### config.mk
export PLATFORM = sky130hd
export DESIGN_NAME = sorted_uniform_descending_max_core
export DESIGN_NICKNAME = d
export VERILOG_FILES = /design/src/rtl/core/sudm_pkg.sv /design/src/rtl/core/sudm_queue.sv /design/src/rtl/core/sudm_front.sv /design/src/rtl/core/sudm_back.sv /design/src/rtl/core/sorted_uniform_descending_max_core.sv
export SDC_FILE = /design/constraint.sdc
export NUM_CORES = 2
export LEC_CHECK = 0
export ABC_CLOCK_PERIOD_IN_PS = 11800
export BUFFER_PORTS_ARGS = -buffer_cell sky130_fd_sc_hd__buf_2
export CAP_MARGIN = 20
export CORE_MARGIN = 2
export CORE_UTILIZATION = 65
export DETAILED_ROUTE_END_ITERATION = 10
export PLACE_DENSITY = 0.81
export SLEW_MARGIN = 30
export SYNTH_ARGS = -nofsm -noshare
export SYNTH_HDL_FRONTEND = slang
export SYNTH_SLANG_ARGS = --single-unit
### constraint.sdc
create_clock -name aclk -period 11.8 [get_ports aclk]
set_input_delay 2.36 -clock aclk [delete_from_list [all_inputs] [get_ports aclk]]
set_output_delay 2.36 -clock aclk [all_outputs]
set_load 0.05 [all_outputs]
### src/rtl/core/sudm_pkg.sv
`default_nettype none
package sudm_pkg;

    // default sizes
    localparam int COUNT_BITS_DEF   = 20;
    localparam int FRAC_BITS_DEF    = 32;
    localparam int GUARD_BITS       = 8;
    localparam int RUN_LENGTH_RESET = 1024;

    // register byte addresses
    localparam int RUN_LENGTH_ADDR  = 0;

    // log constant table
    localparam int TAB_DEPTH = 64;
    localparam int TAB_IDX_W = 6;

    // width of the exp scaling exponent k
    localparam int K_W = 7;

    typedef logic [63:0] ln_tab_t [TAB_DEPTH];

    typedef enum logic [3:0] {
        BK_IDLE,
        BK_NORM,
        BK_LOG,
        BK_LROUND,
        BK_DIV,
        BK_EXPK,
        BK_EXPR,
        BK_SCALE,
        BK_MUL,
        BK_ROUND,
        BK_DONE
    } back_state_t;

    // long division for table construction
    function automatic longint unsigned div_floor(input longint unsigned a,
                                                  input longint unsigned b);
        longint unsigned q;
        longint unsigned r;
        int i;
        q = 64'd0;
        r = 64'd0;
        for (i = 63; i >= 0; i--) begin
            r = {r[62:0], a[i]};
            if (r >= b) begin
                r    = r - b;
                q[i] = 1'b1;
            end
        end
        return q;
    endfunction

    // c_j = -ln(1 - 2^-j) as a series at 62 bits, rounded to w bits
    function automatic ln_tab_t ln_table(input int w);
        ln_tab_t t;
        longint unsigned s;
        int j;
        int n;
        for (j = 0; j < TAB_DEPTH; j++) begin
            t[j] = 64'd0;
        end
        for (j = 1; j <= w; j++) begin
            s = 64'd0;
            for (n = 1; j * n <= 62; n++) begin
                s += div_floor(64'd1 << (62 - j * n), 64'(n));
            end
            t[j] = (s + (64'd1 << (61 - w))) >> (62 - w);
        end
        return t;
    endfunction

endpackage
`default_nettype wire

### src/rtl/core/sudm_queue.sv
`default_nettype none
module sudm_queue #(
    parameter int WIDTH = 8
) (
    input  wire logic             aclk,
    input  wire logic             aresetn,
    input  wire logic             push,
    input  wire logic [WIDTH-1:0] push_data,
    input  wire logic             pop,
    output logic [WIDTH-1:0]      pop_data,
    output logic                  full,
    output logic                  empty
);

    logic [WIDTH-1:0] mem_reg [2];
    logic             wr_ptr_reg;
    logic             rd_ptr_reg;
    logic [1:0]       count_reg;

    assign full     = (count_reg == 2'd2);
    assign empty    = (count_reg == 2'd0);
    assign pop_data = mem_reg[rd_ptr_reg];

    // two-entry storage
    always_ff @(posedge aclk) begin
        if (push) begin
            mem_reg[wr_ptr_reg] <= push_data;
        end
    end

    // pointers and fill level
    always_ff @(posedge aclk) begin
        if (!aresetn) begin
            wr_ptr_reg <= 1'b0;
            rd_ptr_reg <= 1'b0;
            count_reg  <= 2'd0;
        end else begin
            if (push) begin
                wr_ptr_reg <= ~wr_ptr_reg;
            end
            if (pop) begin
                rd_ptr_reg <= ~rd_ptr_reg;
            end
            case ({push, pop})
                2'b10:   count_reg <= count_reg + 2'd1;
                2'b01:   count_reg <= count_reg - 2'd1;
                default: count_reg <= count_reg;
            endcase
        end
    end

endmodule
`default_nettype wire

### src/rtl/core/sudm_front.sv
`default_nettype none
module sudm_front #(
    parameter int COUNT_BITS = sudm_pkg::COUNT_BITS_DEF,
    parameter int FRAC_BITS  = sudm_pkg::FRAC_BITS_DEF
) (
    input  wire logic                          aclk,
    input  wire logic                          aresetn,
    input  wire logic                          s_valid,
    output logic                               s_ready,
    input  wire logic [31:0]                   s_uniform_sample,
    input  wire logic [COUNT_BITS:0]           run_length,
    input  wire logic                          q_full,
    output logic                               q_push,
    output logic [FRAC_BITS+COUNT_BITS+1:0]    q_data
);

    localparam int F   = FRAC_BITS;
    localparam int I_W = COUNT_BITS + 1;
    localparam logic [I_W-1:0] RUN_MAX = I_W'(1) << COUNT_BITS;

    logic [I_W-1:0]  cnt_reg;
    logic [I_W-1:0]  cnt_next;
    logic [I_W-1:0]  run_n;
    logic [I_W-1:0]  idx;
    logic [F+31:0]   u_wide;
    logic [F-1:0]    uf;
    logic [F:0]      v;

    assign s_ready = !q_full;
    assign q_push  = s_valid && s_ready;

    // run length with zero and overflow clamped
    always_comb begin
        if (run_length == '0) begin
            run_n = I_W'(1);
        end else if (run_length > RUN_MAX) begin
            run_n = RUN_MAX;
        end else begin
            run_n = run_length;
        end
    end

    // index of this beat, reload at run start
    assign idx      = (cnt_reg == '0) ? run_n : cnt_reg;
    assign cnt_next = idx - I_W'(1);

    // sample to F fraction bits, then 1 - u
    assign u_wide = {s_uniform_sample, F'(0)};
    assign uf     = u_wide[F+31:32];
    assign v      = {1'b1, F'(0)} - {1'b0, uf};

    assign q_data = {v, idx};

    always_ff @(posedge aclk) begin
        if (!aresetn) begin
            cnt_reg <= '0;
        end else if (q_push) begin
            cnt_reg <= cnt_next;
        end
    end

endmodule
`default_nettype wire

### src/rtl/core/sudm_back.sv
`default_nettype none
module sudm_back #(
    parameter int COUNT_BITS = sudm_pkg::COUNT_BITS_DEF,
    parameter int FRAC_BITS  = sudm_pkg::FRAC_BITS_DEF
) (
    input  wire logic                          aclk,
    input  wire logic                          aresetn,
    input  wire logic                          q_empty,
    output logic                               q_pop,
    input  wire logic [FRAC_BITS+COUNT_BITS+1:0] q_data,
    output logic                               m_valid,
    input  wire logic                          m_ready,
    output logic [FRAC_BITS:0]                 m_sorted_value,
    output logic [COUNT_BITS-1:0]              m_position,
    output logic                               m_last_of_run
);

    localparam int F     = FRAC_BITS;
    localparam int G     = sudm_pkg::GUARD_BITS;
    localparam int W     = F + G;
    localparam int I_W   = COUNT_BITS + 1;
    localparam int ACC_W = W + 7;
    localparam int L_W   = ACC_W - G;
    localparam int QW_W  = L_W + G;
    localparam int DB_W  = $clog2(L_W);
    localparam int H     = (F + 2) / 2;
    localparam int P_W   = 2 * F + 2;
    localparam int J_W   = sudm_pkg::TAB_IDX_W;
    localparam int K_W   = sudm_pkg::K_W;

    localparam sudm_pkg::ln_tab_t LN_TAB = sudm_pkg::ln_table(W);
    localparam logic [W-1:0] C1    = LN_TAB[1][W-1:0];
    localparam logic [W:0]   ONE_W = (W+1)'(1) << W;
    localparam logic [F:0]   ONE_F = (F+1)'(1) << F;

    sudm_pkg::back_state_t state_reg, state_next;

    logic [W:0]       w_reg;
    logic [W:0]       y_reg;
    logic [ACC_W-1:0] acc_reg;
    logic [J_W-1:0]   j_reg;
    logic [I_W-1:0]   i_reg;
    logic [L_W-1:0]   div_reg;
    logic [I_W:0]     rem_reg;
    logic [DB_W-1:0]  bit_reg;
    logic [QW_W-1:0]  qw_reg;
    logic [K_W-1:0]   k_reg;
    logic [F:0]       e_reg;
    logic [P_W-1:0]   prod_reg;
    logic [1:0]       pp_reg;
    logic [F:0]       val_reg;
    logic [F:0]       run_max_reg;
    logic             out_valid_reg;
    logic [F:0]       out_value_reg;
    logic [COUNT_BITS-1:0] out_pos_reg;
    logic             out_last_reg;

    logic             load_out;
    logic [W:0]       y_step;
    logic [W-1:0]     c_j;
    logic [ACC_W-1:0] acc_rnd;
    logic [I_W:0]     rem_sh;
    logic             div_ge;
    logic [L_W-1:0]   div_next;
    logic [7:0]       sh;
    logic [W+1:0]     y_rnd;
    logic [W+1:0]     e_full;
    logic [H-1:0]     pa;
    logic [H-1:0]     pb;
    logic [2*H-1:0]   pmul;
    logic [P_W-1:0]   pprod;
    logic [P_W-1:0]   pp_shift;
    logic [P_W-1:0]   p_rnd;
    logic [F+1:0]     val_full;
    logic [F:0]       job_v;
    logic [I_W-1:0]   job_i;
    logic [W:0]       w_init;

    assign job_v  = q_data[F+I_W:I_W];
    assign job_i  = q_data[I_W-1:0];
    assign w_init = {job_v, G'(0)};

    // shared shift-subtract step and table read
    assign y_step  = y_reg - (y_reg >> j_reg);
    assign c_j     = LN_TAB[j_reg][W-1:0];
    assign acc_rnd = acc_reg + ACC_W'(1 << (G - 1));

    // restoring divide step
    assign rem_sh   = {rem_reg[I_W-1:0], div_reg[L_W-1]};
    assign div_ge   = (rem_sh >= {1'b0, i_reg});
    assign div_next = {div_reg[L_W-2:0], div_ge};

    // exp scaling by 2^-k with rounding
    assign sh     = 8'(k_reg) + 8'(G);
    assign y_rnd  = {1'b0, y_reg} + ((W+2)'(1) << (sh - 8'd1));
    assign e_full = y_rnd >> sh;

    // one partial product per cycle
    always_comb begin
        pa = pp_reg[0] ? H'(run_max_reg[F:H]) : run_max_reg[H-1:0];
        pb = pp_reg[1] ? H'(e_reg[F:H]) : e_reg[H-1:0];
    end
    assign pmul  = pa * pb;
    assign pprod = P_W'(pmul);
    always_comb begin
        case (pp_reg)
            2'd0:    pp_shift = pprod;
            2'd3:    pp_shift = pprod << (2 * H);
            default: pp_shift = pprod << H;
        endcase
    end
    assign p_rnd    = prod_reg + (P_W'(1) << (F - 1));
    assign val_full = p_rnd[2*F+1:F];

    // next state
    always_comb begin
        state_next = state_reg;
        unique case (state_reg)
            sudm_pkg::BK_IDLE: begin
                if (!q_empty) begin
                    if (w_init >= ONE_W || w_init == '0) begin
                        state_next = sudm_pkg::BK_DIV;
                    end else begin
                        state_next = sudm_pkg::BK_NORM;
                    end
                end
            end
            sudm_pkg::BK_NORM: begin
                if (w_reg[W-1]) begin
                    state_next = sudm_pkg::BK_LOG;
                end
            end
            sudm_pkg::BK_LOG: begin
                if (j_reg == J_W'(W)) begin
                    state_next = sudm_pkg::BK_LROUND;
                end
            end
            sudm_pkg::BK_LROUND: state_next = sudm_pkg::BK_DIV;
            sudm_pkg::BK_DIV: begin
                if (bit_reg == '0) begin
                    state_next = sudm_pkg::BK_EXPK;
                end
            end
            sudm_pkg::BK_EXPK: begin
                if (qw_reg < QW_W'(C1)) begin
                    state_next = sudm_pkg::BK_EXPR;
                end
            end
            sudm_pkg::BK_EXPR: begin
                if (j_reg == J_W'(W)) begin
                    state_next = sudm_pkg::BK_SCALE;
                end
            end
            sudm_pkg::BK_SCALE: state_next = sudm_pkg::BK_MUL;
            sudm_pkg::BK_MUL: begin
                if (pp_reg == 2'd3) begin
                    state_next = sudm_pkg::BK_ROUND;
                end
            end
            sudm_pkg::BK_ROUND: state_next = sudm_pkg::BK_DONE;
            sudm_pkg::BK_DONE: begin
                if (load_out) begin
                    state_next = sudm_pkg::BK_IDLE;
                end
            end
            default: state_next = sudm_pkg::BK_IDLE;
        endcase
    end

    // control outputs
    always_comb begin
        q_pop    = 1'b0;
        load_out = 1'b0;
        unique case (state_reg)
            sudm_pkg::BK_IDLE: q_pop    = !q_empty;
            sudm_pkg::BK_DONE: load_out = !out_valid_reg || m_ready;
            default: begin
                q_pop    = 1'b0;
                load_out = 1'b0;
            end
        endcase
    end

    // control registers
    always_ff @(posedge aclk) begin
        if (!aresetn) begin
            state_reg     <= sudm_pkg::BK_IDLE;
            out_valid_reg <= 1'b0;
            run_max_reg   <= ONE_F;
        end else begin
            state_reg <= state_next;
            if (load_out) begin
                out_valid_reg <= 1'b1;
                run_max_reg   <= (i_reg == I_W'(1)) ? ONE_F : val_reg;
            end else if (m_ready) begin
                out_valid_reg <= 1'b0;
            end
        end
    end

    // datapath
    always_ff @(posedge aclk) begin
        case (state_reg)
            sudm_pkg::BK_IDLE: begin
                w_reg   <= w_init;
                y_reg   <= ONE_W;
                acc_reg <= '0;
                j_reg   <= J_W'(1);
                i_reg   <= job_i;
                div_reg <= '0;
                rem_reg <= '0;
                bit_reg <= DB_W'(L_W - 1);
            end
            sudm_pkg::BK_NORM: begin
                if (!w_reg[W-1]) begin
                    w_reg   <= w_reg << 1;
                    acc_reg <= acc_reg + ACC_W'(C1);
                end
            end
            sudm_pkg::BK_LOG: begin
                if (y_step >= w_reg) begin
                    y_reg   <= y_step;
                    acc_reg <= acc_reg + ACC_W'(c_j);
                end
                j_reg <= j_reg + J_W'(1);
            end
            sudm_pkg::BK_LROUND: begin
                div_reg <= acc_rnd[ACC_W-1:G];
                rem_reg <= '0;
                bit_reg <= DB_W'(L_W - 1);
            end
            sudm_pkg::BK_DIV: begin
                rem_reg <= div_ge ? (rem_sh - {1'b0, i_reg}) : rem_sh;
                div_reg <= div_next;
                bit_reg <= bit_reg - DB_W'(1);
                qw_reg  <= {div_next, G'(0)};
                k_reg   <= '0;
            end
            sudm_pkg::BK_EXPK: begin
                if (qw_reg >= QW_W'(C1)) begin
                    qw_reg <= qw_reg - QW_W'(C1);
                    k_reg  <= k_reg + K_W'(1);
                end
                y_reg <= ONE_W;
                j_reg <= J_W'(2);
            end
            sudm_pkg::BK_EXPR: begin
                if (qw_reg >= QW_W'(c_j)) begin
                    qw_reg <= qw_reg - QW_W'(c_j);
                    y_reg  <= y_step;
                end
                j_reg <= j_reg + J_W'(1);
            end
            sudm_pkg::BK_SCALE: begin
                e_reg    <= (sh >= 8'(W + 2)) ? '0 : e_full[F:0];
                prod_reg <= '0;
                pp_reg   <= 2'd0;
            end
            sudm_pkg::BK_MUL: begin
                prod_reg <= prod_reg + pp_shift;
                pp_reg   <= pp_reg + 2'd1;
            end
            sudm_pkg::BK_ROUND: begin
                val_reg <= (val_full > (F+2)'(ONE_F)) ? ONE_F : val_full[F:0];
            end
            sudm_pkg::BK_DONE: begin
                if (load_out) begin
                    out_value_reg <= val_reg;
                    out_pos_reg   <= COUNT_BITS'(i_reg - I_W'(1));
                    out_last_reg  <= (i_reg == I_W'(1));
                end
            end
            default: begin
                w_reg <= w_reg;
            end
        endcase
    end

    assign m_valid        = out_valid_reg;
    assign m_sorted_value = out_value_reg;
    assign m_position     = out_pos_reg;
    assign m_last_of_run  = out_last_reg;

endmodule
`default_nettype wire

### src/rtl/core/sorted_uniform_descending_max_core.sv
// channel  | ports                                   | direction
// ---------+-----------------------------------------+----------
// sample   | s_valid s_ready s_uniform_sample        | in
// result   | m_valid m_ready m_sorted_value          | out
//          | m_position m_last_of_run                |
// config   | psel penable pwrite paddr pwdata prdata | in/out
//
// a beat in the back engine runs the normalizing shifts, the log steps, the restoring
// divide, the ln 2 reductions of the quotient, the exp steps, the scaling and the
// partial-product multiply; a zero sample skips the normalizing and the log.
// reset is synchronous active-low; no clearing pass, the block accepts right after reset.
// the front takes samples into a two-entry queue while the back engine works;
// a stalled result holds in the output register and the engine waits only then.
`default_nettype none
module sorted_uniform_descending_max_core #(
    parameter int COUNT_BITS = sudm_pkg::COUNT_BITS_DEF,
    parameter int FRAC_BITS  = sudm_pkg::FRAC_BITS_DEF
) (
    input  wire logic                                  aclk,
    input  wire logic                                  aresetn,
    input  wire logic                                  s_valid,
    output logic                                       s_ready,
    input  wire logic [31:0]                           s_uniform_sample,
    output logic                                       m_valid,
    input  wire logic                                  m_ready,
    output logic [FRAC_BITS:0]                         m_sorted_value,
    output logic [COUNT_BITS-1:0]                      m_position,
    output logic                                       m_last_of_run,
    input  wire logic                                  psel,
    input  wire logic                                  penable,
    input  wire logic                                  pwrite,
    input  wire logic [((COUNT_BITS + 1 > 32) ? 3 : 2)-1:0] paddr,
    input  wire logic [((COUNT_BITS + 1 > 32) ? 64 : 32)-1:0] pwdata,
    output logic [((COUNT_BITS + 1 > 32) ? 64 : 32)-1:0] prdata,
    output logic                                       pready
);

    localparam int RL_W   = COUNT_BITS + 1;
    localparam int DATA_W = (RL_W > 32) ? 64 : 32;
    localparam int ADDR_W = (RL_W > 32) ? 3 : 2;
    localparam int JOB_W  = FRAC_BITS + COUNT_BITS + 2;

    logic [RL_W-1:0]  run_length_reg;
    logic             q_full;
    logic             q_empty;
    logic             q_push;
    logic             q_pop;
    logic [JOB_W-1:0] q_in;
    logic [JOB_W-1:0] q_out;
    logic             cfg_write;

    // config register, the only one sits at offset zero
    assign pready    = 1'b1;
    assign cfg_write = psel && penable && pwrite &&
                       (paddr == ADDR_W'(sudm_pkg::RUN_LENGTH_ADDR));
    assign prdata    = DATA_W'(run_length_reg);

    always_ff @(posedge aclk) begin
        if (!aresetn) begin
            run_length_reg <= RL_W'(sudm_pkg::RUN_LENGTH_RESET);
        end else if (cfg_write) begin
            run_length_reg <= pwdata[RL_W-1:0];
        end
    end

    sudm_front #(
        .COUNT_BITS(COUNT_BITS),
        .FRAC_BITS (FRAC_BITS)
    ) u_front (
        .aclk            (aclk),
        .aresetn         (aresetn),
        .s_valid         (s_valid),
        .s_ready         (s_ready),
        .s_uniform_sample(s_uniform_sample),
        .run_length      (run_length_reg),
        .q_full          (q_full),
        .q_push          (q_push),
        .q_data          (q_in)
    );

    sudm_queue #(
        .WIDTH(JOB_W)
    ) u_queue (
        .aclk     (aclk),
        .aresetn  (aresetn),
        .push     (q_push),
        .push_data(q_in),
        .pop      (q_pop),
        .pop_data (q_out),
        .full     (q_full),
        .empty    (q_empty)
    );

    sudm_back #(
        .COUNT_BITS(COUNT_BITS),
        .FRAC_BITS (FRAC_BITS)
    ) u_back (
        .aclk          (aclk),
        .aresetn       (aresetn),
        .q_empty       (q_empty),
        .q_pop         (q_pop),
        .q_data        (q_out),
        .m_valid       (m_valid),
        .m_ready       (m_ready),
        .m_sorted_value(m_sorted_value),
        .m_position    (m_position),
        .m_last_of_run (m_last_of_run)
    );

endmodule
`default_nettype wire

==> results.txt <==
Post-route DRC violation count: 0
EDFF count, synth: 570
Post-synth top area cell: edfxtp_1
H-tree depth: 3
Vias/cell: 6.47
Slowest Stage Delay on Critical Path: 0.63 ns
Synth area leaders: edfxtp_1, ha_1, fa_1
Max Cap Viol: 0
Leak: 27.6 nW
Synth warnings: 0
Sequential fraction of the synthesis area: 31.3%
Final GP Congestion: 1.00
Fin util: 70.3%
Final ANT Viol Nets: 0
Critical Path End Type: flip-flop
# nets final: 7539
Avg Cell Area, Syn: 8.84 sq um
CP Data Required Time: 12.21 ns
Via count: 52100
I/O pins: 162
Arrival @ worst endpoint: 11.54 ns
WL per Instance: 21.2 um
Mapped cell area: 60200 sq um
DR iter-0 viols: 5895
Final worst slack: 0.674 ns
Die footprint: 95000 sq um
Layout cells sized above 1: 7.66%
Antenna violations before repair: 0
Number of diodes: 0
CP max FO: 13
Worst Setup Path Type: reg2reg
Tmin final: 11.13 ns
Post-CTS Setup Bufs: 0
Maximum VDD drop: 0.376 mV
Fraction of registers with async set/reset: 0%
Synth unique cells: 99
Most used DFF post-synth: edfxtp_1
Worst Setup Start Kind: flip-flop
CP top delay family: compound AO/OA/AOI/OAI gates
RSZ-0062 raised after global routing: no
Max-slew violation count: 0
# setup viols final: 0
WP buf/inv: 7
First-pass GRT wire length: 267000 um
Yosys top cell area share: 28.5%
Crit-path slowest cell: edfxtp_1
Die height: 308 um
Post-Route WL: 171000 um
DR pass1 iterations: 7
CTS clk-pin slew, worst paths: 0.06 ns
Starting Density: 65.6%
Vias in the first global route: 49000
Crit-path most repeated cell: fa_1
Slew @ Worst Pin: 0.967 ns
Setup_tns: 0 ns
Number of flip-flops in the largest register: 108
Inst Count DP: 7923
Fill cell count: 7047
GRT overflow: 0
CTS buffer count: 73
CTS root buf: clkbuf_16
CTS max path bufs: 3
Crit share post-route: 94.3%
Power Dens Cells: 244 nW/um^2
Slew headroom: 35.4%
Synthesis-to-layout area growth: 7.16%
Worst clock skew: 0.0597 ns
Status: finished clean
Clk sinks: 655
Final Hold Fails: 0
GRT Util Overall: 35.5%
Worst skew pair latency: 0.68 ns
Placement row count: 111
Pin count of the biggest net entering global routing: 88
HP Class: reg2reg
Final Non-Filler Cells: 8054
Die Span X: 308 um
Worst slack, placed: 0.426 ns
DP HPWL: 129000 um
CTS tree: done
Core area: 91700 sq um
Port Buf Inserts: 138
Max Fclk: 89.9 MHz
Post-Synthesis Cells: 6806
Register bit count reported by yosys: 655
synthesized netlist by cell type, drive strengths merged (85+ instances only):
| library cell | instances |
|---|---|
| dfxtp | 85 |
| a21oi | 344 |
| nand2 | 787 |
| a21o | 204 |
| nor3 | 143 |
| nand3 | 216 |
| mux2i | 144 |
| o21ai | 356 |
| clkbuf | 255 |
| inv | 527 |
| ha | 423 |
| xnor2 | 260 |
| edfxtp | 570 |
| nor2 | 652 |
| fa | 229 |
| xor2 | 187 |
| and2 | 140 |
final timing paths:
kind / startpoint / endpoint / slack, ns / depth (start not counted)
worst max-delay path: u_back.pp_reg[1] / u_back.prod_reg[64] / 0.67 / 39
worst min-delay path: u_back.val_reg[13] / u_back.m_sorted_value[13] / 0.45 / 0
worst max register to register: u_back.pp_reg[1] / u_back.prod_reg[64] / 0.67 / 39
worst min register to register: u_back.val_reg[13] / u_back.m_sorted_value[13] / 0.45 / 0
per-layer routing:
layer / vias to the layer above / share of wire, % / track usage (%)
li1: 24200 / - / -
met3: 468 / 8.3 / 5.48
met4: 0 / 4.6 / 15.1
met1: 25000 / 41 / 47.3
met5: - / 0 / 0
met2: 2479 / 46 / 57.7
stage by stage:
stage | power [mW] | hold WS [ns] | area [sq um]
global placement | 12.8 | 0.437 | 61900
CTS | 15.6 | 0.448 | 64400
floorplan | 10.7 | 0.419 | 60200
detailed placement | 13.2 | 0.434 | 62000
global route | 16.8 | 0.456 | 64500
finish | 15.8 | 0.449 | 64500
power by group:
group | internal (mW) | switching (mW)
clock | 1.33 | 1.01
sequential | 3.34 | 0.563
combinational | 3.74 | 5.77
total | 8.41 | 7.35
layout make-up:
type	instances	area, sq um	area share [%]
timing repair buffer	223	1400	2.17
clock inverter	46	509	0.790
clock buffer	83	1910	2.96
multi-input combinational	5329	38300	59.5
tap	1186	1480	2.30
inverter	532	2000	3.10
sequential	655	18800	29.2
cell usage in the layout, fill, tap and decap left out, types with 61 or more instances in the layout:
master	n
nand2_1	786
nor2_1	645
edfxtp_1	570
inv_1	525
ha_1	422
o21ai_0	347
a21oi_1	343
xnor2_1	260
fa_1	229
nand3_1	214
a21o_1	204
xor2_1	186
mux2i_1	143
nor3_1	141
and2_1	138
buf_2	138
dfxtp_1	84
buf_4	80
mux2_2	77
clkbuf_16	75
nor2b_1	71
nand4_1	68
nand2b_1	65
a21boi_0	64
a31oi_1	64
and3_1	63
nor4_1	61
timing repair:
action                                  CTS  global route
hold buffers                              0             0
endpoints found under the setup margin    0             4
gates resized for setup                   0             3
worst reg2reg max path: cells and delay by family, from the launching register on:
family          cells  cell delay, ns
simple gates        6            1.31
fa+ha+maj           8            3.74
compound gates     17            4.04
mux                 1            0.21
buf+inv             7            0.95
flops               1            0.63
cells by family after synthesis:
kind of cell	Yosys count	synth area share, %
compound gates	1534	16.7
xor+xnor	447	6.52
fa+ha+maj	652	16.4
buf+inv	833	5.29
flops	655	31.3
mux	247	4.81
other cells	2	0.0125
simple gates	2436	19.0
Note: power is estimated with default switching activity, not from simulation.
